<file path="config.mk">
export PLATFORM = sky130hd
export DESIGN_NAME = ttb_queue
export DESIGN_NICKNAME = d
export VERILOG_FILES = /design/src/rtl/ttb_pkg.sv /design/src/rtl/ttb_queue.sv
export SDC_FILE = /design/constraint.sdc
export NUM_CORES = 1
export LEC_CHECK = 0
export BUFFER_PORTS_ARGS = -buffer_cell sky130_fd_sc_hd__buf_2
export CORE_MARGIN = 1.5
export CORE_UTILIZATION = 56
export CTS_BUF_LIST = sky130_fd_sc_hd__clkbuf_8
export CTS_CLUSTER_DIAMETER = 80
export DETAILED_ROUTE_END_ITERATION = 8
export GPL_ROUTABILITY_DRIVEN = 0
export GPL_TIMING_DRIVEN = 0
export HOLD_SLACK_MARGIN = 0.05
export PLACE_DENSITY = 0.88
export RECOVER_POWER = 50
export SKIP_LAST_GASP = 1
export SLEW_MARGIN = 15
export SYNTH_ARGS = -nofsm -noshare
export SYNTH_HDL_FRONTEND = slang
export SYNTH_SLANG_ARGS = --single-unit
</file>
<file path="constraint.sdc">
create_clock -name clk -period 3.68 [get_ports clk]
set_input_delay 0.368 -clock clk [delete_from_list [all_inputs] [get_ports clk]]
set_output_delay 0.368 -clock clk [all_outputs]
set_load 0.02 [all_outputs]
</file>
<file path="src/rtl/ttb_pkg.sv">
// ttb_pkg: shared types and constants of the terminal text buffer
// no dependencies; used by the channel interfaces and every rtl module
package ttb_pkg;

	localparam int MODE_W   = 2;
	localparam int CHAR_W   = 16;
	localparam int INDEX_W  = 12;
	localparam int CAP_W    = 13;
	localparam int LEN_W    = 13;

	localparam logic [MODE_W-1:0] MODE_CHAR  = 2'd0;
	localparam logic [MODE_W-1:0] MODE_READ  = 2'd1;
	localparam logic [MODE_W-1:0] MODE_CLEAR = 2'd2;

	localparam logic [CHAR_W-1:0] CH_BS    = 16'd8;
	localparam logic [CHAR_W-1:0] CH_TAB   = 16'd9;
	localparam logic [CHAR_W-1:0] CH_LF    = 16'd10;
	localparam logic [CHAR_W-1:0] CH_CR    = 16'd13;
	localparam logic [CHAR_W-1:0] CH_SPACE = 16'd32;

	// tab stops; kept a power of two so the column phase is a mask
	localparam int TAB_INTERVAL = 8;
	localparam int CNT_W        = $clog2(TAB_INTERVAL + 1);

	localparam int CAP_RESET_VALUE = 4096;

	localparam int QUEUE_DEPTH = 2;
	localparam int QPTR_W      = $clog2(QUEUE_DEPTH);
	localparam int QCNT_W      = $clog2(QUEUE_DEPTH + 1);

	typedef enum logic [2:0] {
		OP_PRINT = 3'd0,
		OP_CR    = 3'd1,
		OP_LF    = 3'd2,
		OP_BS    = 3'd3,
		OP_TAB   = 3'd4,
		OP_READ  = 3'd5,
		OP_CLEAR = 3'd6,
		OP_NOP   = 3'd7
	} op_t;

	typedef struct packed {
		op_t                op;
		logic [CHAR_W-1:0]  char_code;
		logic [INDEX_W-1:0] read_index;
	} cmd_t;

	typedef struct packed {
		logic [CHAR_W-1:0] read_char;
		logic              read_in_range;
		logic [LEN_W-1:0]  content_length;
		logic [LEN_W-1:0]  line_length;
		logic [LEN_W-1:0]  cursor_column;
	} rsp_t;

	typedef struct packed {
		logic idle;
		logic cursor_ok;
	} back_stat_t;

endpackage

</file>
<file path="src/rtl/ttb_queue.sv">
// ttb_queue: short command queue between the front and the back end
// depends on ttb_pkg for cmd_t and the queue depth
module ttb_queue import ttb_pkg::*; (
	input  logic              clk,
	input  logic              arst_n,
	input  logic              push,
	input  cmd_t              push_cmd,
	output logic              full,
	input  logic              pop,
	output logic              valid,
	output cmd_t              head,
	output logic [QCNT_W-1:0] count
);

	cmd_t              entry_q [QUEUE_DEPTH];
	logic [QPTR_W-1:0] wr_ptr_q, rd_ptr_q;
	logic [QCNT_W-1:0] count_q;
	logic              do_push, do_pop;

	assign full    = count_q == QCNT_W'(QUEUE_DEPTH);
	assign valid   = count_q != '0;
	assign head    = entry_q[rd_ptr_q];
	assign count   = count_q;
	assign do_push = push && !full;
	assign do_pop  = pop && valid;

	always_ff @(posedge clk) begin
		if (do_push) entry_q[wr_ptr_q] <= push_cmd;
	end

	always_ff @(posedge clk or negedge arst_n) begin
		if (!arst_n) begin
			wr_ptr_q <= '0;
			rd_ptr_q <= '0;
			count_q  <= '0;
		end else begin
			if (do_push) begin
				wr_ptr_q <= (wr_ptr_q == QPTR_W'(QUEUE_DEPTH - 1)) ? '0 : wr_ptr_q + 1'b1;
			end
			if (do_pop) begin
				rd_ptr_q <= (rd_ptr_q == QPTR_W'(QUEUE_DEPTH - 1)) ? '0 : rd_ptr_q + 1'b1;
			end
			if (do_push && !do_pop) count_q <= count_q + 1'b1;
			else if (do_pop && !do_push) count_q <= count_q - 1'b1;
		end
	end

endmodule

</file>
-- Yosys cells after proc, flatten, opt, wreduce, memory -nomap -nowiden
Memories as Yosys holds them, arrays and structs flattened.
Cells that the tools add are included.
Widths: inputs -> output; s select.
- memories kept: 1
- bits in registers: 4
- output and inout port bits: 35
- logic and storage cells: 24
- bits of input ports: 35
- RAM bits: 62
- memory list (name ; words ; bits a word ; rd ports ; clocked after memory_dff ; write ports ; RTL line ; text):
    entry_q ; 2 ; 31 ; 1 ; 0 ; 1 ; ttb_queue.sv:15 ; cmd_t entry_q [QUEUE_DEPTH];
- mux-type cells: 6
- reductions and logical operators: 9
- $add $sub $neg: 4
- equal/unequal tests: 1
- operators by type and width (cell ; count):
    $logic_and 1x1->1 ; 4
    $mux 1 ; 4
    $mux 2 ; 2
    $reduce_bool 2->1 ; 2
    $logic_not 1->1 ; 3
    $add 1x1->1 const B ; 2
    $add 2x1->2 const B ; 1
    $eq 2x2->1 const B ; 1
    $sub 2x1->2 const B ; 1

-- Longest topological paths before layout
Gate-level depths: netlist (run 1).
- depth in word-level cells: 7
- depth in mapped cells: 7

-- Worst setup path before layout (run 1)
No wires, ideal clock.
- kind: reg2reg
- from: register count_q[0] (netlist: count[0])
- to: memory entry_q[0][0] (netlist bit) (enable)
- path slack: 1.170 ns
- data required time: 3.261 ns
- path buffers: 0
- cell stages (with the launch flop): 4
- arrival: 2.091 ns
- period minus slack after synthesis: 2.510 ns
- cells stage by stage: dfrtp_1 -> nand2b_1 -> nand2_1 -> nor2_1
- cells in the longest elaborated chain, start to end: 5
- ends and longest elaborated chain (element ; RTL line ; text):
    start, declared ; ttb_queue.sv:17 ; logic [QCNT_W-1:0] count_q;
    start signal, assigned ; ttb_queue.sv:43 ; if (do_push && !do_pop) count_q <= count_q + 1'b1;
    start signal, assigned ; ttb_queue.sv:44 ; else if (do_pop && !do_push) count_q <= count_q - 1'b1;
    $eq 2x2->1 ; ttb_queue.sv:20 ; assign full = count_q == QCNT_W'(QUEUE_DEPTH);
    $logic_not 1->1 ; ttb_queue.sv:24 ; assign do_push = push && !full;
    $logic_and 1x1->1 ; ttb_queue.sv:24 ;
    $mux 1 ; ttb_queue.sv:28 ; if (do_push) entry_q[wr_ptr_q] <= push_cmd;
    $mux 1 (implied by the code) ; ttb_queue.sv:28 ;
    end, declared ; ttb_queue.sv:15 ;
No other way between the ends.

-- Worst setup path after layout (run 1)
- from: register count_q[0] (netlist: count[0])
- to: memory entry_q[0][8] (netlist bit) (enable)
The elaborated chain is that of the path after synthesis.

==> flow_summary.json, run 1 <==
{
  "switching_power_mw": 0.882,
  "cp_num_buf_inv": 1,
  "cts-resized-gates": 0,
  "pwr-share-clk": 0.184,
  "grt_pass1_wl_um": 6290,
  "synth.area.top_cells": "edfxtp_1 72%, mux2_4 17%, dfrtp_1 3.9%, buf_12 2.3%, xnor2_1 1.0%",
  "outcome": "completed",
  "track_usage": 0.171,
  "critPathArrivalTime_ns": 2.39,
  "cts_made_buffers": 9,
  "syn_nets": 152,
  "setup-tns-final_ns": 0,
  "power_frac_comb": 0.404,
  "wl_um": 3970,
  "cts-root-buf": "clkbuf_8",
  "power_density_mw_per_mm2": 836,
  "chipHeight_um": 71.0,
  "cts_setup_buffers": 0,
  "drc_errors": 0,
  "synth_top_area_cell": "edfxtp_1",
  "die_x_um": 71.0,
  "antenna_found_initial": 0,
  "fin_worst_skew_ns": 0.00698,
  "yosys_warnings": 0,
  "synth_top_area_share": 0.718,
  "synth-edff-count": 62,
  "rr_endpoint": "entry_q[0][8]",
  "detail-route-antenna-nets": 0,
  "clk_pin_slew_ns": 0.07,
  "port_buffers": 69,
  "firstDrtPassIters": 4,
  "critPathRequiredTime_ns": 3.72,
  "r2r-start": "count[0]",
  "fin_crit_sh": 0.640,
  "p_int_mw": 1.77,
  "finalCoreUtilization": 0.719,
  "period_needed_ns": 2.36,
  "hold_viol_final": 0,
  "top_layer_used": "met4",
  "vdd_drop_max_uv": 510,
  "finalNetCount": 234,
  "cp-end-kind": "register",
  "ys_seq_area_frac": 0.757,
  "ff2ff_setup_slack_ns": 1.32,
  "place.detailed.hpwl_um": 2780,
  "postSynthAreaPerCell_um2": 22.3,
  "min_to": "entry_q[1][2]",
  "path_cells": "nand2b_1 > nand2_1 > nor2_1 > buf_16",
  "cts_tree": "yes",
  "row_count": 24,
  "layout-drive-gt1-share": 0.493,
  "setup_viol": 0,
  "ff2ff_path_depth": 4,
  "grt_max_degree": 32,
  "mappedNetlistArea_mm2": 0.00259,
  "critPathLaunchType": "register",
  "switching_share": 0.332,
  "rsz0062_at_grt": "no",
  "synth_common_cells": "62 x edfxtp_1, 29 x mux2_4, 4 x dfrtp_1, 3 x buf_12, 3 x xnor2_1",
  "wl_per_cell_um": 15.6,
  "grt-ovfl-total": 0,
  "first_global_vias": 1400,
  "dr_wl_met3_um": 295,
  "cts_hold_buf": 1,
  "fin_cells": 255,
  "min_path_type": "primary input to register",
  "n_antenna_cell": 0,
  "hold_start": "push_cmd[2]",
  "netlist_instances": 116,
  "power.leakage_nw": 1.27,
  "die_area_mm2": 0.00504,
  "ys_ff_latch": 66,
  "yosys.cell_types.count": 16,
  "insertion_delay_ns": 0.33,
  "cts_buffer_depth": 2,
  "crit_slowest_cell": "nor2_1",
  "cap_violations": 0,
  "power.share.sequential": 0.412,
  "hold_depth": 1,
  "io-pin-count": 70,
  "h-tree-depth": 3,
  "critical_path_class": "register to register",
  "critPathTopFamily": "simple AND/OR/NAND/NOR gates",
  "fmax_mhz": 425,
  "clkSinkCount": 66,
  "vias_per_cell": 5.16,
  "route.vias.total": 1317,
  "slew_headroom": 0.0584,
  "async_reset_ff_frac": 0.0606,
  "core_mm2": 0.00441,
  "synth_most_common_cell": "edfxtp_1",
  "area_delta_synth_final_pct": 22.5,
  "drt-initial-drc-count": 66,
  "post-place-cells": 238,
  "worst_pin_slew_ns": 1.41,
  "critPathMaxFanout": 17,
  "slew_violations": 0,
  "wl_met2_um": 2010,
  "synth_ff_type": "edfxtp_1",
  "initial_core_util": 0.587,
  "wirelength_met1_um": 1600,
  "max_stage_delay_ns": 1.07
}
-- per-layer routing --
metal  GRT usage  up-vias
met4      0.0881        0
met3      0.0470        8
met5           0        -
met2       0.291       63
li1            -      609
met1       0.199      637
-- power groups by stage --
stage / Clock (mW) / Combinational, mW / Sequential, mW
floorplan: 0 / 0.799 / 1.11
global placement: 0 / 1.04 / 1.10
detailed placement: 0 / 1.09 / 1.11
CTS: 0.500 / 1.10 / 1.10
global route: 0.527 / 1.14 / 1.11
finish: 0.488 / 1.07 / 1.09
-- through the flow --
step | setup slack (ns) | area [um^2] | total power [mW] | hold WS, ns
6_report | 1.32 | 3180 | 2.65 | 0.226
5_1_grt | 1.18 | 3180 | 2.78 | 0.211
4_1_cts | 1.85 | 3210 | 2.70 | 0.210
3_5_place_dp | 1.94 | 3040 | 2.21 | 0.180
3_3_place_gp | 0.787 | 3000 | 2.14 | 0.175
2_1_floorplan | 1.17 | 2590 | 1.91 | 0.0724
-- cells in the final DEF (no fill, tap or decap) --
cell type      count
and3_2             1
buf_12             3
buf_16             1
buf_2             48
buf_6              1
clkbuf_1          21
clkbuf_8           9
clkinv_1           1
clkinv_2           3
clkinvlp_4         2
dfrtp_1            4
dlygate4sd3_1      1
edfxtp_1          62
ha_1               1
inv_1              3
mux2_2             2
mux2_4            29
nand2_1            1
nand2_2            1
nand2b_1           1
nor2_1             2
or2_0              1
xnor2_1            3
xor2_1             2
-- how the worst max path moves through the flow --
stage               startpoint  cells past startpoint  slack [ns]             end
CTS                   rd_ptr_q                      4        1.85         head[5]
floorplan             count[0]                      3        1.17   entry_q[0][0]
detailed placement    count[0]                      4        1.94  entry_q[0][29]
global placement      count[0]                      3        0.79  entry_q[0][15]
global route          count[0]                      4        1.18   entry_q[0][8]
finish                count[0]                      4        1.32   entry_q[0][8]
-- worst register-to-register path, cell delays in order, from the launching register on --
cell and delay, ns:
dfrtp_1 0.44, nand2b_1 0.19, nand2_1 0.13, nor2_1 1.07, buf_16 0.24
-- state kept, by name, indices dropped and copies added (netlist names) --
name      cells
entry_q      62
count         2
rd_ptr_q      1
wr_ptr_q      1
-- logic make-up after synthesis --
family | synth area share
XOR/XNOR | 0.0169
AND/OR/NAND/NOR | 0.0140
multiplexers | 0.177
adder cells (fa/ha/maj) | 0.00483
flip-flops | 0.757
buffers and inverters | 0.0304
-- cell type report --
| class | instances | area [um^2] |
|---|---|---|
| Sequential cell | 66 | 1960 |
| Inverter | 2 | 7.51 |
| Buffer | 4 | 71.3 |
| Multi-Input combinational cell | 44 | 552 |
| Clock inverter | 7 | 37.5 |
| Fill cell | 291 | 1240 |
| Timing Repair Buffer | 71 | 357 |
| Clock buffer | 9 | 124 |
| Tap cell | 52 | 65.1 |
Note: power is estimated with default switching activity, not from simulation.
==> run 2: changes to the inputs <==
--- a/config.mk
+++ b/config.mk
@@ -7,14 +7,14 @@
 export LEC_CHECK = 0
 export BUFFER_PORTS_ARGS = -buffer_cell sky130_fd_sc_hd__buf_2
 export CORE_MARGIN = 1.5
-export CORE_UTILIZATION = 56
+export CORE_UTILIZATION = 54
 export CTS_BUF_LIST = sky130_fd_sc_hd__clkbuf_8
 export CTS_CLUSTER_DIAMETER = 80
 export DETAILED_ROUTE_END_ITERATION = 8
 export GPL_ROUTABILITY_DRIVEN = 0
 export GPL_TIMING_DRIVEN = 0
 export HOLD_SLACK_MARGIN = 0.05
-export PLACE_DENSITY = 0.88
+export PLACE_DENSITY = 0.86
 export RECOVER_POWER = 50
 export SKIP_LAST_GASP = 1
 export SLEW_MARGIN = 15
==> constraint.sdc (replaced) <==
create_clock -name clk -period 2.4 [get_ports clk]
set_input_delay 0.24 -clock clk [delete_from_list [all_inputs] [get_ports clk]]
set_output_delay 0.24 -clock clk [all_outputs]
set_load 0.02 [all_outputs]
==> run 2 against run 1 <==
Hold slack lost 0.14 ns. Non-clock buffer count unchanged. Critical path depth unchanged.
==> flow_summary.json, run 2 (synthesis results as in run 1) <==
{
  "finalCoreUtilization": 0.697,
  "antenna_found_initial": 0,
  "place.detailed.hpwl_um": 2690,
  "cts_made_buffers": 9,
  "vdd_drop_max_uv": 819,
  "largest-register": "entry_q",
  "max_stage_delay_ns": 0.38,
  "fin_ws_ns": 0.704,
  "path_cells": "buf_6 > buf_12 > mux2_4 > buf_2",
  "outcome": "completed",
  "critPathMaxFanout": 10,
  "wl_per_cell_um": 15.5,
  "drc_errors": 0,
  "place_ws_ns": 0.732,
  "cp-startpoint": "rd_ptr_q",
  "wl_um": 3990,
  "finalPower_mw": 4.35,
  "setup-tns-final_ns": 0,
  "insertion_delay_ns": 0.33,
  "regArea_mm2": 0.00196,
  "vias_per_cell": 4.95,
  "final_common_cell": "edfxtp_1",
  "firstDrtPassIters": 4,
  "critical_path_class": "register to primary output",
  "clk_pin_slew_ns": 0.08,
  "r2r-start": "count[0]",
  "first_global_vias": 1257,
  "cts_tree": "yes",
  "io-pin-count": 70,
  "critPathTopFamily": "buffers and inverters",
  "port_buffers": 69,
  "cp-end-kind": "primary output",
  "slew_violations": 0,
  "min_path_type": "primary input to register",
  "post-place-cells": 240,
  "track_usage": 0.166,
  "route.vias.total": 1273,
  "rsz0062_at_grt": "no",
  "cts-root-buf": "clkbuf_8",
  "multi_input_area_um2": 559,
  "n_antenna_cell": 0,
  "grt-ovfl-total": 0,
  "grt_max_degree": 32,
  "initial_core_util": 0.556,
  "period_needed_ns": 1.70,
  "fin_crit_sh": 0.707,
  "cp_num_buf_inv": 3,
  "cap_violations": 0,
  "fin_cells": 257,
  "row_count": 25,
  "fillCellCount": 317,
  "detail-route-antenna-nets": 0,
  "largest_register_ff_count": 62,
  "critPathRequiredTime_ns": 2.16,
  "hold_viol_final": 0,
  "worst_pin_slew_ns": 0.750,
  "fin_worst_skew_ns": 0.00641,
  "critPathArrivalTime_ns": 1.46,
  "die_area_mm2": 0.00522,
  "most-common-layout-cells": "62 x edfxtp_1, 48 x buf_2, 29 x mux2_4",
  "hold_start": "push_cmd[6]",
  "power_density_mw_per_mm2": 1340,
  "setup_viol": 0,
  "die_x_um": 72.3,
  "cts_buffer_depth": 2,
  "layout-drive-gt1-share": 0.507,
  "grt_pass1_wl_um": 6020,
  "slew_headroom": 0.500,
  "crit_slowest_cell": "dfrtp_1",
  "h-tree-depth": 3,
  "clkSinkCount": 66,
  "fmax_mhz": 590,
  "area_delta_synth_final_pct": 25.4,
  "power.leakage_nw": 1.30,
  "drt-initial-drc-count": 69,
  "chipHeight_um": 72.3,
  "core_mm2": 0.00466,
  "finalNetCount": 234,
  "critPathLaunchType": "register"
}
==> run 2: cell count changes in the layout (fill, tap and decap cells not counted), sizes merged <==
cell	delta
bufinv	+2
clkinv	-3
inv	+1
==> run 2: worst paths after layout <==
| path | end | slack, ns | depth (start not counted) |
|---|---|---|---|
| max | head[1] | 0.70 | 4 |
| min | entry_q[0][6] | 0.09 | 1 |
| max reg2reg | entry_q[1][21] | 0.73 | 2 |
| min reg2reg | count[1] | 0.53 | 1 |
| max in group asynchronous | count[0] | 1.93 | 2 |
| min in group asynchronous | rd_ptr_q | 0.28 | 2 |
==> run 2: cell type report <==
type / count / area share
inverters: 2 / 0.00231
flip-flops and latches: 66 / 0.604
clock buffers: 9 / 0.0381
multi-input cells: 44 / 0.172
plain buffers: 4 / 0.0219
clock inverters: 7 / 0.0312
repair buffers: 71 / 0.110
well taps: 54 / 0.0208
==> run 2: through the flow <==
| step | instance area, um^2 | hold WS [ns] |
|---|---|---|
| final | 3250 | 0.0900 |
| after global routing | 3250 | 0.0611 |
| after CTS | 3280 | 0.0723 |
| after detailed placement | 3040 | 0.0544 |
| after global placement | 3010 | 0.0462 |
| after floorplan | 2590 | -0.0556 |
==> run 2: power by group <==
part | internal, mW | switching, mW | total [mW]
Combinational | 0.775 | 0.872 | 1.65
Clock | 0.593 | 0.434 | 1.03
Sequential | 1.58 | 0.0934 | 1.68
Total | 2.95 | 1.40 | 4.35
==> run 2: worst register-to-register path: stages, from the launching register on <==
cell and delay, ns:
dfrtp_1 0.43, nand2b_1 0.16, and3_2 0.69
==> run 2: per-layer routing <==
| metal | global-route usage | wire, um | vias to the layer above |
|---|---|---|---|
| li1 | - | - | 608 |
| met1 | 0.197 | 1720 | 607 |
| met2 | 0.256 | 1950 | 56 |
| met3 | 0.0833 | 284 | 2 |
| met4 | 0.0755 | 34 | 0 |
| met5 | 0 | 0 | - |
==> run 2: timing repair <==
action,4_1_cts,5_1_grt
hold buffers,1,0
setup buffers,0,0
endpoints found under the hold margin,4,0
resized for setup,0,0
==> run 3: changes to the inputs <==
--- a/config.mk
+++ b/config.mk
@@ -7,14 +7,14 @@
 export LEC_CHECK = 0
 export BUFFER_PORTS_ARGS = -buffer_cell sky130_fd_sc_hd__buf_2
 export CORE_MARGIN = 1.5
-export CORE_UTILIZATION = 54
+export CORE_UTILIZATION = 49
 export CTS_BUF_LIST = sky130_fd_sc_hd__clkbuf_8
 export CTS_CLUSTER_DIAMETER = 80
 export DETAILED_ROUTE_END_ITERATION = 8
 export GPL_ROUTABILITY_DRIVEN = 0
 export GPL_TIMING_DRIVEN = 0
 export HOLD_SLACK_MARGIN = 0.05
-export PLACE_DENSITY = 0.86
+export PLACE_DENSITY = 0.82
 export RECOVER_POWER = 50
 export SKIP_LAST_GASP = 1
 export SLEW_MARGIN = 15
==> constraint.sdc (replaced) <==
create_clock -name clk -period 1.5 [get_ports clk]
set_input_delay 0.15 -clock clk [delete_from_list [all_inputs] [get_ports clk]]
set_output_delay 0.15 -clock clk [all_outputs]
set_load 0.02 [all_outputs]
==> run 3 against run 2 <==
Cell count is 19% higher. The run now ends with setup timing left. Via count rose by 12%. Highest routed layer unchanged. Clock skew shrank 0.00051 ns. Count of clock-buffer cells in the layout is the same. Critical path type unchanged. Sequential share of layout area is 8.5 points lower. Global-route usage rose by 0.23 points. Power up 74%. Sequential power up 61%. Register-to-register slack lost 0.66 ns. Critical path depth unchanged.
==> flow_summary.json, run 3 (synthesis results as in run 1) <==
{
  "outcome": "finished with violations",
  "failed_checks": "setup timing",
  "h-tree-depth": 3,
  "critPathRequiredTime_ns": 1.35,
  "hold_start": "pop",
  "cts_made_buffers": 9,
  "fin_ws_ns": -0.101,
  "clkSinkCount": 66,
  "final_common_cell": "edfxtp_1",
  "critPathLaunchType": "register",
  "setup-tns-final_ns": -2.19,
  "wl_um": 4740,
  "drc_errors": 0,
  "cap_violations": 0,
  "most-common-layout-cells": "62 x edfxtp_1, 32 x dlygate4sd3_1, 30 x mux2_4",
  "critPathMaxFanout": 10,
  "ff2ff_path_depth": 7,
  "rsz0062_at_grt": "yes",
  "cts_tree": "yes",
  "finalCoreUtilization": 0.742,
  "initial_core_util": 0.507,
  "fmax_mhz": 625,
  "die_x_um": 75.7,
  "area_delta_synth_final_pct": 46.2,
  "place.detailed.hpwl_um": 2640,
  "fin_worst_skew_ns": 0.00590,
  "power.leakage_nw": 1.50,
  "finalNetCount": 269,
  "cts-root-buf": "clkbuf_8",
  "min_to": "rd_ptr_q",
  "first_global_vias": 1419,
  "critical_path_class": "register to primary output",
  "grt_pass1_wl_um": 6570,
  "antenna_found_initial": 0,
  "firstDrtPassIters": 4,
  "worst_pin_slew_ns": 0.496,
  "io-pin-count": 70,
  "slew_violations": 0,
  "chipHeight_um": 75.7,
  "insertion_delay_ns": 0.34,
  "n_antenna_cell": 0,
  "hold_viol_final": 0,
  "route.vias.total": 1428,
  "layout-drive-gt1-share": 0.456,
  "cp-end-kind": "primary output",
  "vdd_drop_max_uv": 1730,
  "hold_slack_ns": 0.118,
  "r2r-start": "count[0]",
  "critPathArrivalTime_ns": 1.45,
  "hold_depth": 3,
  "min_path_type": "primary input to register",
  "detail-route-antenna-nets": 0,
  "clk_pin_slew_ns": 0.06,
  "vias_per_cell": 4.65,
  "fin_crit_sh": 1.07,
  "port_buffers": 69,
  "setup_viol": 30,
  "core_mm2": 0.00511,
  "period_needed_ns": 1.60,
  "largest_register_ff_count": 62,
  "rr_endpoint": "count[1]",
  "row_count": 26,
  "largest-register": "entry_q",
  "track_usage": 0.168,
  "drt-initial-drc-count": 51,
  "grt_max_degree": 32,
  "power_density_mw_per_mm2": 2000,
  "slew_headroom": 0.669,
  "die_area_mm2": 0.00573,
  "wl_per_cell_um": 15.4,
  "ff2ff_setup_slack_ns": 0.07,
  "cts_buffer_depth": 2,
  "grt-ovfl-total": 0
}
[run 3: changes by cell type in the layout (fill, tap and decap cells not counted), sizes merged]
cell,change
clkinvlp,-2
clkbuf,-1
buf,+4
nor2,+1
dlygate4sd3,+31
clkinv,+1
[run 3: routing by layer]
layer	GRT usage	vias up	wire length (um)
li1	-	681	-
met1	0.185	686	1850
met2	0.286	52	2530
met3	0.0503	9	270
met4	0.107	0	95
met5	0	-	0
[run 3: timing repair]
item	CTS	global route
setup buffers	0	4
endpoints found under the hold margin	66	0
hold buffers	32	0
pin swaps	1	4
cloned	1	0
endpoints found under the setup margin	91	31
gates resized for setup	25	41
[run 3: layout make-up]
cell class | count | area [um^2]
fill | 328 | 1320
timing repair buffer | 105 | 841
clock buffer | 9 | 124
buffer | 4 | 71.3
sequential | 66 | 1960
tap | 70 | 87.6
inverter | 2 | 10.0
clock inverter | 6 | 75.1
multi-input combinational | 45 | 614
[run 3: through the flow]
step	power [mW]	instance area [um^2]	setup WS, ns	instances
floorplan	4.73	2620	-0.0587	116
global placement	5.34	3050	-0.238	255
detailed placement	5.41	3050	-0.264	255
CTS	7.21	3660	-0.108	303
global route	7.90	3790	-0.147	307
finish	7.57	3790	-0.101	307
[run 3: worst max-delay path: stages (launching register included)]
cell	delay (ns)
dfrtp_1	0.37
buf_6	0.14
buf_12	0.15
mux2_4	0.30
buf_2	0.16
[run 3: worst max-delay path by stage]
| stage | start | to | cells past startpoint |
|---|---|---|---|
| 2_1_floorplan | count[0] | entry_q[0][0] | 3 |
| 3_3_place_gp | count[0] | entry_q[0][15] | 3 |
| 3_5_place_dp | count[0] | entry_q[0][15] | 3 |
| 4_1_cts | rd_ptr_q | head[27] | 4 |
| 5_1_grt | rd_ptr_q | head[2] | 4 |
| 6_report | rd_ptr_q | head[2] | 4 |
[run 3: power by group]
part | internal [mW] | switching (mW) | leakage [nW] | total [mW]
combinational | 1.77 | 1.59 | 0.777 | 3.36
clock | 0.903 | 0.608 | 0.107 | 1.51
sequential | 2.54 | 0.161 | 0.621 | 2.70
total | 5.21 | 2.35 | 1.50 | 7.57
