**config.mk**
```make
export PLATFORM = sky130hd
export DESIGN_NAME = ttb_front
export DESIGN_NICKNAME = d
export VERILOG_FILES = /design/src/rtl/ttb_pkg.sv /design/src/rtl/ttb_front.sv
export SDC_FILE = /design/constraint.sdc
export NUM_CORES = 1
export LEC_CHECK = 0
export ABC_AREA = 1
export BUFFER_PORTS_ARGS = -buffer_cell sky130_fd_sc_hd__buf_2
export CAP_MARGIN = 20
export CORE_MARGIN = 2
export CORE_UTILIZATION = 30
export DETAILED_ROUTE_END_ITERATION = 10
export PLACE_DENSITY = 0.85
export SYNTH_ARGS = -nofsm -noshare
export SYNTH_HDL_FRONTEND = slang
export SYNTH_SLANG_ARGS = --single-unit
```
**constraint.sdc**
```tcl
create_clock -name vclk -period 0.8
set_input_delay 0 -clock vclk [all_inputs]
set_output_delay 0 -clock vclk [all_outputs]
set_load 0.05 [all_outputs]
```
**src/rtl/ttb_pkg.sv**
```systemverilog
// ttb_pkg: shared types and constants of the terminal text buffer
// no dependencies; used by the channel interfaces and every rtl module
package ttb_pkg;

	localparam int MODE_W   = 2;
	localparam int CHAR_W   = 16;
	localparam int INDEX_W  = 12;
	localparam int CAP_W    = 13;
	localparam int LEN_W    = 13;

	localparam logic [MODE_W-1:0] MODE_CHAR  = 2'd0;
	localparam logic [MODE_W-1:0] MODE_READ  = 2'd1;
	localparam logic [MODE_W-1:0] MODE_CLEAR = 2'd2;

	localparam logic [CHAR_W-1:0] CH_BS    = 16'd8;
	localparam logic [CHAR_W-1:0] CH_TAB   = 16'd9;
	localparam logic [CHAR_W-1:0] CH_LF    = 16'd10;
	localparam logic [CHAR_W-1:0] CH_CR    = 16'd13;
	localparam logic [CHAR_W-1:0] CH_SPACE = 16'd32;

	// tab stops; kept a power of two so the column phase is a mask
	localparam int TAB_INTERVAL = 8;
	localparam int CNT_W        = $clog2(TAB_INTERVAL + 1);

	localparam int CAP_RESET_VALUE = 4096;

	localparam int QUEUE_DEPTH = 2;
	localparam int QPTR_W      = $clog2(QUEUE_DEPTH);
	localparam int QCNT_W      = $clog2(QUEUE_DEPTH + 1);

	typedef enum logic [2:0] {
		OP_PRINT = 3'd0,
		OP_CR    = 3'd1,
		OP_LF    = 3'd2,
		OP_BS    = 3'd3,
		OP_TAB   = 3'd4,
		OP_READ  = 3'd5,
		OP_CLEAR = 3'd6,
		OP_NOP   = 3'd7
	} op_t;

	typedef struct packed {
		op_t                op;
		logic [CHAR_W-1:0]  char_code;
		logic [INDEX_W-1:0] read_index;
	} cmd_t;

	typedef struct packed {
		logic [CHAR_W-1:0] read_char;
		logic              read_in_range;
		logic [LEN_W-1:0]  content_length;
		logic [LEN_W-1:0]  line_length;
		logic [LEN_W-1:0]  cursor_column;
	} rsp_t;

	typedef struct packed {
		logic idle;
		logic cursor_ok;
	} back_stat_t;

endpackage

```
**src/rtl/ttb_front.sv**
```systemverilog
// ttb_front: accepts request transfers and classifies them into commands
// depends on ttb_pkg; feeds ttb_queue
module ttb_front import ttb_pkg::*; (
	input  logic               req_valid,
	output logic               req_ready,
	input  logic [MODE_W-1:0]  req_mode,
	input  logic [CHAR_W-1:0]  req_char_code,
	input  logic [INDEX_W-1:0] req_read_index,
	input  logic               q_full,
	output logic               q_push,
	output cmd_t               q_cmd
);

	op_t op;

	always_comb begin
		op = OP_NOP;
		unique case (req_mode)
			MODE_CHAR: begin
				unique case (req_char_code)
					CH_CR:   op = OP_CR;
					CH_LF:   op = OP_LF;
					CH_BS:   op = OP_BS;
					CH_TAB:  op = OP_TAB;
					default: op = OP_PRINT;
				endcase
			end
			MODE_READ:  op = OP_READ;
			MODE_CLEAR: op = OP_CLEAR;
			default:    op = OP_NOP;
		endcase
	end

	assign req_ready        = !q_full;
	assign q_push           = req_valid && !q_full;
	assign q_cmd.op         = op;
	assign q_cmd.char_code  = req_char_code;
	assign q_cmd.read_index = req_read_index;

endmodule

```
* After elaboration in Yosys (flattened, before gate mapping)
Cells that the tools add are included.
** Cells by class
- Reduce and logical (&&, ||, !) cells :: 3
- Equality and inequality tests :: 6
- Muxes and demuxes :: 2
** Operator list (number)
- 16-bit by 4-bit equality test with 1-bit output, second input constant :: 4
- 3-bit one-hot mux with 4 select lines :: 1
- 3-bit one-hot mux with 3 select lines :: 1
- 2-bit by 1-bit equality test with 1-bit output, second input constant :: 1
- 2-bit equality test, second input constant :: 1
- 2-bit zero test :: 1
- 1-bit logical AND :: 1
- 1-bit zero test :: 1
** Word-level totals
- Bits in registers :: 0
- Output and inout port bits :: 33
- Logic and storage cells :: 11
- Input bits :: 32

* Depth between registers and ports, before layout
Gate-level depths: netlist of the first run.
- Word-level depth :: 3
- Gate-level depth with buffers :: 8
- Gate-level depth less buffers :: 8

* Least setup slack after synthesis of the first run
OpenSTA, ideal clock, no wires.
- Path kind :: input-to-output
- Start :: input port req_mode[0]
- End :: output port q_cmd[28] (netlist bit)
- Path buffers :: 0
- Stages on the path :: 8
- Setup slack :: -76 ps
- Required time :: 800 ps
- Arrival :: 876 ps
- Cells stage by stage :: inv_1 ha_1 nand2_1 nor2_4 nand3_1 nand2_1 nand2_1 nand2_1
** RTL lines
- start: declaration :: line ttb_front.sv:6 : input logic [MODE_W-1:0] req_mode,
- end: declaration :: line ttb_front.sv:11 : output cmd_t q_cmd

==> flow_summary.html, run 1 <==
<table>
<tr><th>Metric</th><th>Value</th></tr>
<tr><th colspan="2">Route</th></tr>
<tr><td>Post-route DRC violation count</td><td>0</td></tr>
<tr><td>Count of antenna-violating nets left after detailed routing</td><td>0</td></tr>
<tr><td>Via count</td><td>413</td></tr>
<tr><td>1st-pass router iterations</td><td>3</td></tr>
<tr><td>Total routed wirelength</td><td>857 um</td></tr>
<tr><td>Average vias per placed instance</td><td>between 3 and 4</td></tr>
<tr><td>Wire length per cell</td><td>between 8 and 9 um</td></tr>
<tr><td>First-iteration detailed-routing DRC count</td><td>2</td></tr>
<tr><th colspan="2">STA</th></tr>
<tr><td>Number of setup violations in the final report</td><td>3</td></tr>
<tr><td>Final hold vios</td><td>0</td></tr>
<tr><td>Setup repair after global routing missed its margin</td><td>true</td></tr>
<tr><td>Clock period minus final worst setup slack</td><td>0.887 ns</td></tr>
<tr><td>Min Hold Slack</td><td>0.0000220 ns</td></tr>
<tr><td>Final-report max-slew violation count</td><td>0</td></tr>
<tr><td>Minimum setup slack in the final design</td><td>-0.0867 ns</td></tr>
<tr><td>Achievable Freq</td><td>1130 MHz</td></tr>
<tr><td>Period utilization</td><td>111%</td></tr>
<tr><td>TNS Setup</td><td>-0.175 ns</td></tr>
<tr><td>Slew HR</td><td>84.1%</td></tr>
<tr><td>Slew at the pin closest to its max-slew limit</td><td>about 0.24 ns</td></tr>
<tr><th colspan="2">Synthesis</th></tr>
<tr><td>Yosys synthesis warning count</td><td>0</td></tr>
<tr><td>Syn Inst Count</td><td>70</td></tr>
<tr><td>Sequential-to-total area share from yosys stat</td><td>0%</td></tr>
<tr><td>Syn Nets</td><td>between 100 and 150</td></tr>
<tr><td>Synth area leaders</td><td>sky130_fd_sc_hd__buf_4 52%, sky130_fd_sc_hd__nand2_1 14%, sky130_fd_sc_hd__nor2_1 9.3%, sky130_fd_sc_hd__inv_1 7.4%, sky130_fd_sc_hd__ha_1 6.2%</td></tr>
<tr><td>Syn Area/Cell</td><td>5.77 um^2</td></tr>
<tr><td>Cell taking the most area after synthesis</td><td>sky130_fd_sc_hd__buf_4</td></tr>
<tr><td>Synthesized cell area</td><td>roughly 400 um^2</td></tr>
<tr><td>Area share of the largest cell type after synthesis</td><td>52.0%</td></tr>
<tr><td>Unique masters post-synth</td><td>11</td></tr>
<tr><th colspan="2">Placed design</th></tr>
<tr><td>I/O Buffers</td><td>41</td></tr>
<tr><td>DP HPWL</td><td>~700 um</td></tr>
<tr><td>Placed insts</td><td>around 100</td></tr>
<tr><td>Gpl congestion</td><td>0.712</td></tr>
<tr><th colspan="2">Finish</th></tr>
<tr><td>Final-layout fill cell count</td><td>132</td></tr>
<tr><td>Proportion of layout cells with a drive suffix above 1</td><td>about two thirds</td></tr>
<tr><td>Utilization of the core after routing</td><td>44.2%</td></tr>
<tr><td>Flip-flop and latch count</td><td>0</td></tr>
<tr><td>Area of the multi-input gates</td><td>206 um^2</td></tr>
<tr><td>Final cell count without fillers</td><td>104</td></tr>
<tr><td>Layout-stage area growth over the synthesis result</td><td>40.6%</td></tr>
<tr><td>Number of antenna cells inserted</td><td>0</td></tr>
<tr><td>Clock Buffer Count</td><td>0</td></tr>
<tr><td>Sequential Area</td><td>0 um^2</td></tr>
<tr><td>Number of nets in the final layout</td><td>125</td></tr>
<tr><th colspan="2">Power and ir drop</th></tr>
<tr><td>Switching share of power</td><td>66.2%</td></tr>
<tr><td>Largest voltage drop on the vdd net</td><td>220 uV</td></tr>
<tr><td>Switching power</td><td>approximately 320 uW</td></tr>
<tr><td>Power after layout</td><td>between 400 and 500 uW</td></tr>
<tr><td>Power density over cell area</td><td>854 nW/um^2</td></tr>
<tr><td>Share of total power in sequential cells</td><td>0%</td></tr>
<tr><td>Internal</td><td>164 uW</td></tr>
<tr><td>Share of total power in combinational logic</td><td>100.0%</td></tr>
<tr><td>Static Leakage</td><td>between 0.3 and 0.4 nW</td></tr>
<tr><td>Clock power frac</td><td>0%</td></tr>
<tr><th colspan="2">Critical path</th></tr>
<tr><td>Critical path cell sequence</td><td>buf_2 &gt; nor2_1 &gt; nand2_4 &gt; nor2_4 &gt; nand3_2 &gt; nand2_1 &gt; nand2_1 &gt; nand2_2 &gt; buf_8</td></tr>
<tr><td>WP data arrival</td><td>0.89 ns</td></tr>
<tr><td>Type of the setup path with the least slack</td><td>primary input to output port</td></tr>
<tr><td>Data required time of the worst path</td><td>around 0.80 ns</td></tr>
<tr><td>Most frequent CP cell</td><td>sky130_fd_sc_hd__nand2_1</td></tr>
<tr><td>Critical Path End Type</td><td>output port</td></tr>
<tr><td>Slowest stage cell on the critical path</td><td>sky130_fd_sc_hd__nor2_1</td></tr>
<tr><td>Critical path's largest stage delay</td><td>between 0.15 and 0.2 ns</td></tr>
<tr><td>Kind of launch point of the worst setup path</td><td>primary input</td></tr>
<tr><td>CP Max Fanout</td><td>3</td></tr>
<tr><th colspan="2">Status</th></tr>
<tr><td>Failing checks</td><td>setup timing</td></tr>
<tr><td>Outcome</td><td>finished, violations left</td></tr>
<tr><th colspan="2">Floorplan</th></tr>
<tr><td>Die width</td><td>40.7 um</td></tr>
<tr><td>Overall die area</td><td>1660 um^2</td></tr>
<tr><td>Num rows</td><td>13</td></tr>
<tr><td>Core region area</td><td>~1300 um^2</td></tr>
<tr><td>Boundary pin count</td><td>between 60 and 70</td></tr>
<tr><td>Initial standard-cell utilization of the core</td><td>31.5%</td></tr>
<tr><td>Die boundary height</td><td>40.7 um</td></tr>
<tr><th colspan="2">Hold path</th></tr>
<tr><td>Min-delay worst type</td><td>primary input to output port</td></tr>
<tr><td>Worst min-delay path startpoint</td><td>req_read_index[0]</td></tr>
<tr><td>Hold-critical path endpoint</td><td>q_cmd[0]</td></tr>
<tr><td>Number of instances on the worst hold path</td><td>0</td></tr>
<tr><th colspan="2">Global route</th></tr>
<tr><td>Global-route wire length before repair</td><td>1050 um</td></tr>
<tr><td>Number of antenna violations at the first check in global routing</td><td>0</td></tr>
<tr><td>Final global-route overflow total</td><td>0</td></tr>
<tr><td>Number of global-route vias before repair</td><td>280</td></tr>
<tr><td>Total global routing track utilization</td><td>approximately a tenth</td></tr>
<tr><td>Maximum number of pins on one net before global-route repair</td><td>5</td></tr>
<tr><th colspan="2">Flow run</th></tr>
<tr><td>Maximum Capacitance Violations</td><td>0</td></tr>
</table>
-- cell type report --
| class | count | area share, % |
|---|---|---|
| inverter | 8 | 7.05 |
| multi-input combinational | 34 | 36.3 |
| tap | 15 | 3.30 |
| timing repair buffer | 47 | 53.3 |
-- cell usage after synthesis (all sizes together) --
library cell / n
nand4: 1
nor2: 12
inv: 8
nor3: 1
buf: 28
or2: 1
ha: 2
nand2: 15
nand3: 2
-- worst max-delay path: cells and delay by family --
family	cells	cell delay, ns
buf+inv	2	0.24
simple gates	7	0.65
-- worst max-delay path by stage --
stage | startpoint | to | slack, ns | depth (start not counted)
3_3_place_gp | req_char_code[5] | q_cmd[29] | -0.20 | 8
6_report | req_char_code[15] | q_cmd[28] | -0.09 | 9
2_1_floorplan | req_mode[0] | q_cmd[30] | 0.003 | 6
5_1_grt | req_mode[0] | q_cmd[28] | -0.15 | 10
3_5_place_dp | req_mode[1] | q_cmd[28] | -0.22 | 10
4_1_cts | req_char_code[4] | q_cmd[29] | -0.06 | 8
-- per-layer routing --
metal  routed length [um]  up-vias  share of wire, %  track usage (%)
met1                  248      161                29             8.01
met4                    0        0                 0            0.833
met5                    0        -                 0                0
li1                     -      220                 -                -
met3                  134        0                16             1.09
met2                  474       32                55             21.8
-- through the flow --
step / cell area, um^2 / worst slack, ns
after floorplan: 409 / 0.00348
after global placement: 453 / -0.201
after detailed placement: 453 / -0.223
after CTS: 548 / -0.0600
after global routing: 568 / -0.150
final: 568 / -0.0867
-- placed cells by master, fill, tap and decap left out --
master,count
sky130_fd_sc_hd__buf_2,35
sky130_fd_sc_hd__nand2_1,12
sky130_fd_sc_hd__nor2_1,10
sky130_fd_sc_hd__inv_1,6
sky130_fd_sc_hd__buf_4,6
sky130_fd_sc_hd__buf_8,4
sky130_fd_sc_hd__inv_6,2
sky130_fd_sc_hd__nor2_4,2
sky130_fd_sc_hd__nand3_2,2
sky130_fd_sc_hd__nand2_2,2
sky130_fd_sc_hd__buf_6,2
sky130_fd_sc_hd__nand2_4,1
sky130_fd_sc_hd__or2_4,1
sky130_fd_sc_hd__nand4_1,1
sky130_fd_sc_hd__nor3_1,1
sky130_fd_sc_hd__ha_4,1
sky130_fd_sc_hd__ha_1,1
-- power by group through the flow --
stage	logic, mW	registers (mW)	clock network (mW)
CTS	0.473	0	0
global placement	0.410	0	0
detailed placement	0.414	0	0
global route	0.519	0	0
finish	0.485	0	0
floorplan	0.499	0	0
-- kinds of logic (layout without fill, tap and decap cells) --
kind of cell             after synthesis  in the layout  synth area share [%]
buffers and inverters                 36             55                  59.4
AND/OR/NAND/NOR                       32             32                  34.4
adder cells (fa/ha/maj)                2              2                  6.19
-- repair_timing --
| action | CTS | global route |
|---|---|---|
| pin swaps | 9 | 7 |
| setup endpoints to repair | 3 | 3 |
| setup buffers | 2 | 0 |
| resized for setup | 22 | 6 |
| hold buffers | 0 | 0 |
Note: power is estimated with default switching activity, not from simulation.
==> inputs of run 2 (changes only) <==
Settings changed: BUFFER_PORTS_ARGS -buffer_cell sky130_fd_sc_hd__buf_2 to -buffer_cell sky130_fd_sc_hd__clkbuf_2, CORE_MARGIN 2 to not set, SETUP_SLACK_MARGIN set to 0.2.
==> flow_summary.html, run 2 (synthesis gave the netlist of run 1 again) <==
<table>
<tr><th>Metric</th><th>Value</th></tr>
<tr><th colspan="2">Critical path</th></tr>
<tr><td>Number of buffers and inverters on the critical path</td><td>3 (+1)</td></tr>
<tr><td>CP Max Fanout</td><td>3 (unchanged)</td></tr>
<tr><td>Slowest stage cell on the critical path</td><td>sky130_fd_sc_hd__clkbuf_16</td></tr>
<tr><td>Crit-path leading delay family</td><td>simple AND/OR/NAND/NOR gates</td></tr>
<tr><td>Type of the setup path with the least slack</td><td>primary input to output port</td></tr>
<tr><td>Launching element of the worst setup path</td><td>req_mode[0]</td></tr>
<tr><td>Data required time of the worst path</td><td>0.80 ns (about the same)</td></tr>
<tr><td>Critical Path End Type</td><td>output port</td></tr>
<tr><td>Timing endpoint of the critical path</td><td>q_cmd[29]</td></tr>
<tr><td>Critical path cell sequence</td><td>buf_6 &gt; inv_4 &gt; ha_4 &gt; nand2_4 &gt; nor2_4 &gt; nand3_1 &gt; nand2_1 &gt; nand2_2 &gt; nand2_4 &gt; clkbuf_16</td></tr>
<tr><td>Critical path's largest stage delay</td><td>0.15 ns (-0.02 ns)</td></tr>
<tr><td>Count of cell instances traversed by the critical path</td><td>10 (+1)</td></tr>
<tr><td>WP data arrival</td><td>0.90 ns (about the same)</td></tr>
<tr><td>Kind of launch point of the worst setup path</td><td>primary input</td></tr>
<tr><td>Most frequent CP cell</td><td>sky130_fd_sc_hd__nand2_4</td></tr>
<tr><th colspan="2">STA</th></tr>
<tr><td>Period utilization</td><td>113% (+2.0 points)</td></tr>
<tr><td>Slew at the pin closest to its max-slew limit</td><td>0.283 ns (+0.0460 ns)</td></tr>
<tr><td>Final-report max-slew violation count</td><td>0 (unchanged)</td></tr>
<tr><td>Min Hold Slack</td><td>0.0000220 ns (+0.0000000409 ns)</td></tr>
<tr><td>Minimum setup slack in the final design</td><td>-0.103 ns (-0.0160 ns)</td></tr>
<tr><td>Clock period minus final worst setup slack</td><td>0.903 ns (+0.0160 ns)</td></tr>
<tr><td>Setup repair after global routing missed its margin</td><td>true</td></tr>
<tr><td>Achievable Freq</td><td>1110 MHz (-1.8%)</td></tr>
<tr><td>Number of setup violations in the final report</td><td>3 (unchanged)</td></tr>
<tr><td>Slew HR</td><td>81.2% (-2.9 points)</td></tr>
<tr><td>Final hold vios</td><td>0 (unchanged)</td></tr>
<tr><th colspan="2">Placed design</th></tr>
<tr><td>DP HPWL</td><td>764 um (+10%)</td></tr>
<tr><td>I/O Buffers</td><td>41 (unchanged)</td></tr>
<tr><td>Area after DPL</td><td>522 um^2 (+15%)</td></tr>
<tr><td>Gpl congestion</td><td>0.674 (-5.3%)</td></tr>
<tr><td>Placed insts</td><td>105 (+2.9%)</td></tr>
<tr><th colspan="2">Route</th></tr>
<tr><td>Wire length per cell</td><td>8.54 um (+3.7%)</td></tr>
<tr><td>Post-route DRC violation count</td><td>0 (unchanged)</td></tr>
<tr><td>Count of antenna-violating nets left after detailed routing</td><td>0 (unchanged)</td></tr>
<tr><td>Via count</td><td>450 (+9.0%)</td></tr>
<tr><td>Total routed wirelength</td><td>914 um (+6.7%)</td></tr>
<tr><td>First-iteration detailed-routing DRC count</td><td>0 (-2)</td></tr>
<tr><td>Average vias per placed instance</td><td>4.21 (+5.9%)</td></tr>
<tr><td>1st-pass router iterations</td><td>1 (-2)</td></tr>
<tr><th colspan="2">Power and ir drop</th></tr>
<tr><td>Power after layout</td><td>540 uW (+11%)</td></tr>
<tr><td>Power density over cell area</td><td>849 nW/um^2 (-0.68%)</td></tr>
<tr><td>Largest voltage drop on the vdd net</td><td>325 uV (+47%)</td></tr>
<tr><td>Static Leakage</td><td>0.388 nW (+13%)</td></tr>
<tr><th colspan="2">Finish</th></tr>
<tr><td>Layout-stage area growth over the synthesis result</td><td>57.6%</td></tr>
<tr><td>Most common library cell in the layout ignoring fill and taps</td><td>sky130_fd_sc_hd__clkbuf_2</td></tr>
<tr><td>Number of antenna cells inserted</td><td>0 (unchanged)</td></tr>
<tr><td>Clock Buffer Count</td><td>0 (unchanged)</td></tr>
<tr><td>Number of nets in the final layout</td><td>129 (+3.2%)</td></tr>
<tr><td>Final cell count without fillers</td><td>107 (+2.9%)</td></tr>
<tr><td>Area of the multi-input gates</td><td>221 um^2 (+7.3%)</td></tr>
<tr><td>Flip-flop and latch count</td><td>0 (unchanged)</td></tr>
<tr><td>Proportion of layout cells with a drive suffix above 1</td><td>71.0% (+5.8 points)</td></tr>
<tr><td>Sequential Area</td><td>0 um^2 (unchanged)</td></tr>
<tr><td>Final-layout fill cell count</td><td>118 (-11%)</td></tr>
<tr><td>Most frequent cells in the layout</td><td>35 x sky130_fd_sc_hd__clkbuf_2, 10 x sky130_fd_sc_hd__buf_4, 9 x sky130_fd_sc_hd__nand2_1, 6 x sky130_fd_sc_hd__nor2_1, 6 x sky130_fd_sc_hd__inv_1</td></tr>
<tr><td>Summed area of non-filler cells in the final layout</td><td>637 um^2 (+12%)</td></tr>
<tr><th colspan="2">Floorplan</th></tr>
<tr><td>Die width</td><td>38.7 um (-4.9%)</td></tr>
<tr><td>Boundary pin count</td><td>65 (unchanged)</td></tr>
<tr><td>Core region area</td><td>1170 um^2 (-8.9%)</td></tr>
<tr><td>Overall die area</td><td>1500 um^2 (-9.6%)</td></tr>
<tr><td>Die boundary height</td><td>38.7 um (-4.9%)</td></tr>
<tr><td>Initial standard-cell utilization of the core</td><td>34.5% (+3.1 points)</td></tr>
<tr><td>Num rows</td><td>12 (-1)</td></tr>
<tr><th colspan="2">Hold path</th></tr>
<tr><td>Min-delay worst type</td><td>primary input to output port</td></tr>
<tr><th colspan="2">Global route</th></tr>
<tr><td>Number of antenna violations at the first check in global routing</td><td>0 (unchanged)</td></tr>
<tr><td>Maximum number of pins on one net before global-route repair</td><td>5 (unchanged)</td></tr>
<tr><td>Final global-route overflow total</td><td>0 (unchanged)</td></tr>
<tr><td>Total global routing track utilization</td><td>11.8% (+2.5 points)</td></tr>
<tr><td>Number of global-route vias before repair</td><td>360 (+29%)</td></tr>
<tr><td>Global-route wire length before repair</td><td>1270 um (+21%)</td></tr>
<tr><th colspan="2">Status</th></tr>
<tr><td>Outcome</td><td>finished, violations left</td></tr>
<tr><td>Failing checks</td><td>setup timing</td></tr>
<tr><th colspan="2">CTS</th></tr>
<tr><td>Hold buffer count at CTS</td><td>0 (unchanged)</td></tr>
<tr><th colspan="2">Flow run</th></tr>
<tr><td>Maximum Capacitance Violations</td><td>0 (unchanged)</td></tr>
</table>
[run 2: repair_timing]
item / CTS / global route
resized for setup: 12 / 8
pin swaps: 3 / 4
setup endpoints to repair: 3 / 3
setup buffers: 1 / 1
[run 2: cell type report]
| cell class | count | share of cell area (%) |
|---|---|---|
| Timing Repair Buffer | 51 | 57.0 |
| Multi-Input combinational cell | 34 | 34.8 |
| Inverter | 8 | 5.50 |
| Tap cell | 14 | 2.75 |
[run 2: per-layer routing]
| metal | track usage (%) | share of wire, % | vias up |
|---|---|---|---|
| met2 | 27.9 | 62 | 41 |
| met5 | 0 | 0 | - |
| met3 | 1.73 | 10 | 2 |
| met1 | 10.1 | 27 | 179 |
| li1 | - | - | 228 |
| met4 | 0 | 0.55 | 0 |
[run 2: power by group]
part	switching [mW]	internal, mW	total [mW]
clock network	0	0	0
logic	0.337	0.203	0.540
registers	0	0	0
[run 2: how the worst min path moves through the flow]
stage                      startpoint        to  slack [ns]  cells past startpoint
floorplan                      q_full    q_push         0.1                      1
global placement    req_read_index[0]  q_cmd[0]      0.0003                      0
detailed placement  req_read_index[0]  q_cmd[0]      0.0003                      0
CTS                 req_read_index[0]  q_cmd[0]      0.0003                      0
global route        req_read_index[3]  q_cmd[3]     0.00008                      0
finish              req_read_index[2]  q_cmd[2]     0.00002                      0
[run 2: per-stage QoR]
step,util [%],setup WS (ns),setup TNS [ns]
finish,54.4,-0.103,-0.250
global route,54.4,-0.182,-0.496
CTS,51.5,-0.0987,-0.232
detailed placement,44.6,-0.213,-0.581
global placement,44.6,-0.198,-0.541
floorplan,-,0.117,0
==> inputs of run 3 (changes only) <==
Clock period 0.8 ns to 0.9 ns, I/O delays scaled along.
==> flow_summary.html, run 3 (synthesis gave the netlist of run 1 again) <==
<table>
<tr><th>Metric</th><th>Value</th></tr>
<tr><th colspan="2">Route</th></tr>
<tr><td>First-iteration detailed-routing DRC count</td><td>3 (+3)</td></tr>
<tr><td>Total routed wirelength</td><td>952 um (+4.2%)</td></tr>
<tr><td>Average vias per placed instance</td><td>4.19 (-0.46%)</td></tr>
<tr><td>Wire length per cell</td><td>9.33 um (+9.3%)</td></tr>
<tr><td>Count of antenna-violating nets left after detailed routing</td><td>0 (unchanged)</td></tr>
<tr><td>1st-pass router iterations</td><td>2 (+1)</td></tr>
<tr><td>Via count</td><td>427 (-5.1%)</td></tr>
<tr><td>Post-route DRC violation count</td><td>0 (unchanged)</td></tr>
<tr><th colspan="2">STA</th></tr>
<tr><td>Clock period minus final worst setup slack</td><td>just under 0.9 ns</td></tr>
<tr><td>Slew at the pin closest to its max-slew limit</td><td>0.281 ns (-0.00240 ns)</td></tr>
<tr><td>Final-report max-slew violation count</td><td>0 (unchanged)</td></tr>
<tr><td>Minimum setup slack in the final design</td><td>0.0205 ns (+0.123 ns)</td></tr>
<tr><td>Setup repair after global routing missed its margin</td><td>true</td></tr>
<tr><td>Number of setup violations in the final report</td><td>0 (-3)</td></tr>
<tr><td>Achievable Freq</td><td>about 1100 MHz</td></tr>
<tr><td>Final hold vios</td><td>0 (unchanged)</td></tr>
<tr><td>Period utilization</td><td>97.7%</td></tr>
<tr><td>Slew HR</td><td>81.4% (+0.16 points)</td></tr>
<tr><th colspan="2">Flow run</th></tr>
<tr><td>Maximum Capacitance Violations</td><td>0 (unchanged)</td></tr>
<tr><th colspan="2">Finish</th></tr>
<tr><td>Layout-stage area growth over the synthesis result</td><td>46.1%</td></tr>
<tr><td>Sequential Area</td><td>0 um^2 (unchanged)</td></tr>
<tr><td>Clock Buffer Count</td><td>0 (unchanged)</td></tr>
<tr><td>Most common library cell in the layout ignoring fill and taps</td><td>sky130_fd_sc_hd__clkbuf_2</td></tr>
<tr><td>Proportion of layout cells with a drive suffix above 1</td><td>75.0% (+4.0 points)</td></tr>
<tr><td>Most frequent cells in the layout</td><td>35 x sky130_fd_sc_hd__clkbuf_2, 8 x sky130_fd_sc_hd__nand2_1, 6 x sky130_fd_sc_hd__inv_1</td></tr>
<tr><td>Number of antenna cells inserted</td><td>0 (unchanged)</td></tr>
<tr><td>Number of nets in the final layout</td><td>124 (-3.9%)</td></tr>
<tr><td>Flip-flop and latch count</td><td>0 (unchanged)</td></tr>
<tr><th colspan="2">Power and ir drop</th></tr>
<tr><td>Internal</td><td>158 uW (-22%)</td></tr>
<tr><td>Power after layout</td><td>456 uW (-16%)</td></tr>
<tr><td>Largest voltage drop on the vdd net</td><td>347 uV (+6.8%)</td></tr>
<tr><td>Static Leakage</td><td>0.351 nW (-9.4%)</td></tr>
<tr><td>Share of total power in combinational logic</td><td>100.0% (about the same)</td></tr>
<tr><td>Clock power frac</td><td>0% (unchanged)</td></tr>
<tr><td>Power density over cell area</td><td>772 nW/um^2 (-9.0%)</td></tr>
<tr><td>Share of total power in sequential cells</td><td>0% (unchanged)</td></tr>
<tr><td>Switching share of power</td><td>65.4% (+3.0 points)</td></tr>
<tr><td>Switching power</td><td>298 uW (-12%)</td></tr>
<tr><th colspan="2">Hold path</th></tr>
<tr><td>Min-delay worst type</td><td>primary input to output port</td></tr>
<tr><td>Worst min-delay path startpoint</td><td>req_read_index[3]</td></tr>
<tr><td>Number of instances on the worst hold path</td><td>0 (unchanged)</td></tr>
<tr><td>Hold-critical path endpoint</td><td>q_cmd[3]</td></tr>
<tr><th colspan="2">Critical path</th></tr>
<tr><td>Kind of launch point of the worst setup path</td><td>primary input</td></tr>
<tr><td>Slowest stage cell on the critical path</td><td>sky130_fd_sc_hd__ha_4</td></tr>
<tr><td>WP data arrival</td><td>0.88 ns (-0.02 ns)</td></tr>
<tr><td>Crit-path leading delay family</td><td>simple AND/OR/NAND/NOR gates</td></tr>
<tr><td>Critical path's largest stage delay</td><td>0.13 ns (-0.02 ns)</td></tr>
<tr><td>Data required time of the worst path</td><td>0.90 ns (+0.10 ns)</td></tr>
<tr><td>CP Max Fanout</td><td>3 (unchanged)</td></tr>
<tr><td>Critical path cell sequence</td><td>buf_6 &gt; inv_2 &gt; ha_4 &gt; nand2_4 &gt; nor2_4 &gt; nand3_2 &gt; nand2_2 &gt; nand2_2 &gt; nand2_4 &gt; buf_12</td></tr>
<tr><td>Critical Path End Type</td><td>output port</td></tr>
<tr><td>Count of cell instances traversed by the critical path</td><td>10 (unchanged)</td></tr>
<tr><td>Type of the setup path with the least slack</td><td>primary input to output port</td></tr>
<tr><td>Number of buffers and inverters on the critical path</td><td>3 (unchanged)</td></tr>
<tr><th colspan="2">Floorplan</th></tr>
<tr><td>Initial standard-cell utilization of the core</td><td>34.5% (unchanged)</td></tr>
<tr><td>Die width</td><td>38.7 um (unchanged)</td></tr>
<tr><td>Boundary pin count</td><td>65 (unchanged)</td></tr>
<tr><td>Die boundary height</td><td>38.7 um (unchanged)</td></tr>
<tr><td>Overall die area</td><td>1500 um^2 (unchanged)</td></tr>
<tr><td>Num rows</td><td>12 (unchanged)</td></tr>
<tr><td>Core region area</td><td>1170 um^2 (unchanged)</td></tr>
<tr><th colspan="2">Global route</th></tr>
<tr><td>Number of antenna violations at the first check in global routing</td><td>0 (unchanged)</td></tr>
<tr><td>Final global-route overflow total</td><td>0 (unchanged)</td></tr>
<tr><td>Number of global-route vias before repair</td><td>377 (+4.7%)</td></tr>
<tr><td>Global-route wire length before repair</td><td>1320 um (+4.3%)</td></tr>
<tr><td>Total global routing track utilization</td><td>11.7% (-0.12 points)</td></tr>
<tr><td>Maximum number of pins on one net before global-route repair</td><td>5 (unchanged)</td></tr>
<tr><th colspan="2">CTS</th></tr>
<tr><td>Hold buffer count at CTS</td><td>0 (unchanged)</td></tr>
<tr><th colspan="2">Placed design</th></tr>
<tr><td>I/O Buffers</td><td>41 (unchanged)</td></tr>
<tr><td>DP HPWL</td><td>793 um (+3.8%)</td></tr>
<tr><td>Worst slack, placed</td><td>-0.00948 ns (+0.203 ns)</td></tr>
<tr><td>Gpl congestion</td><td>0.755 (+12%)</td></tr>
<tr><th colspan="2">Status</th></tr>
<tr><td>Outcome</td><td>finished clean</td></tr>
</table>
==> run 3: what timing repair did <==
action                     in CTS  in global routing
hold endpoints to repair        0                  0
setup endpoints to repair       3                  3
setup buffers                   0                  1
gates resized for setup        11                 13
gates cloned                    0                  0
pin swaps                       5                 11
==> run 3: area by class of cell <==
cell class                 instances  area (um^2)
tap                               14         17.5
fill                             118          581
multi-input combinational         34          234
timing repair buffer              46          307
inverter                           8         32.5
==> run 3: power groups by stage <==
stage,Combinational (mW),Clock [mW],Sequential (mW)
3_3_place_gp,0.414,0,0
3_5_place_dp,0.420,0,0
2_1_floorplan,0.449,0,0
4_1_cts,0.434,0,0
6_report,0.456,0,0
5_1_grt,0.482,0,0
==> run 3: metrics by stage <==
stage,std cells,setup TNS (ns),area (um^2),utilization [%],hold slack [ns]
5_1_grt,102,-0.0925,591,50.4,0.0000794
6_report,102,0,591,50.4,0.0000220
2_1_floorplan,70,0,417,-,0.167
4_1_cts,101,-0.00328,539,46.0,0.000341
3_5_place_dp,101,-0.00948,504,43.1,0.000341
3_3_place_gp,101,0,504,43.1,0.000341
==> run 3: worst max path at each step <==
stage,start,endpoint
2_1_floorplan,req_mode[0],q_cmd[28]
3_3_place_gp,req_char_code[5],q_cmd[29]
3_5_place_dp,req_mode[0],q_cmd[29]
4_1_cts,req_mode[0],q_cmd[29]
5_1_grt,req_mode[1],q_cmd[28]
6_report,req_mode[0],q_cmd[29]
==> run 3: per-layer routing <==
metal	routed length (um)	global-route usage (%)	part of all wire, %	vias to the layer above
li1	-	-	-	218
met3	82	0.578	8.6	8
met1	310	10.1	33	175
met5	0	0	0	-
met2	511	26.3	54	26
met4	47	4.31	4.9	0
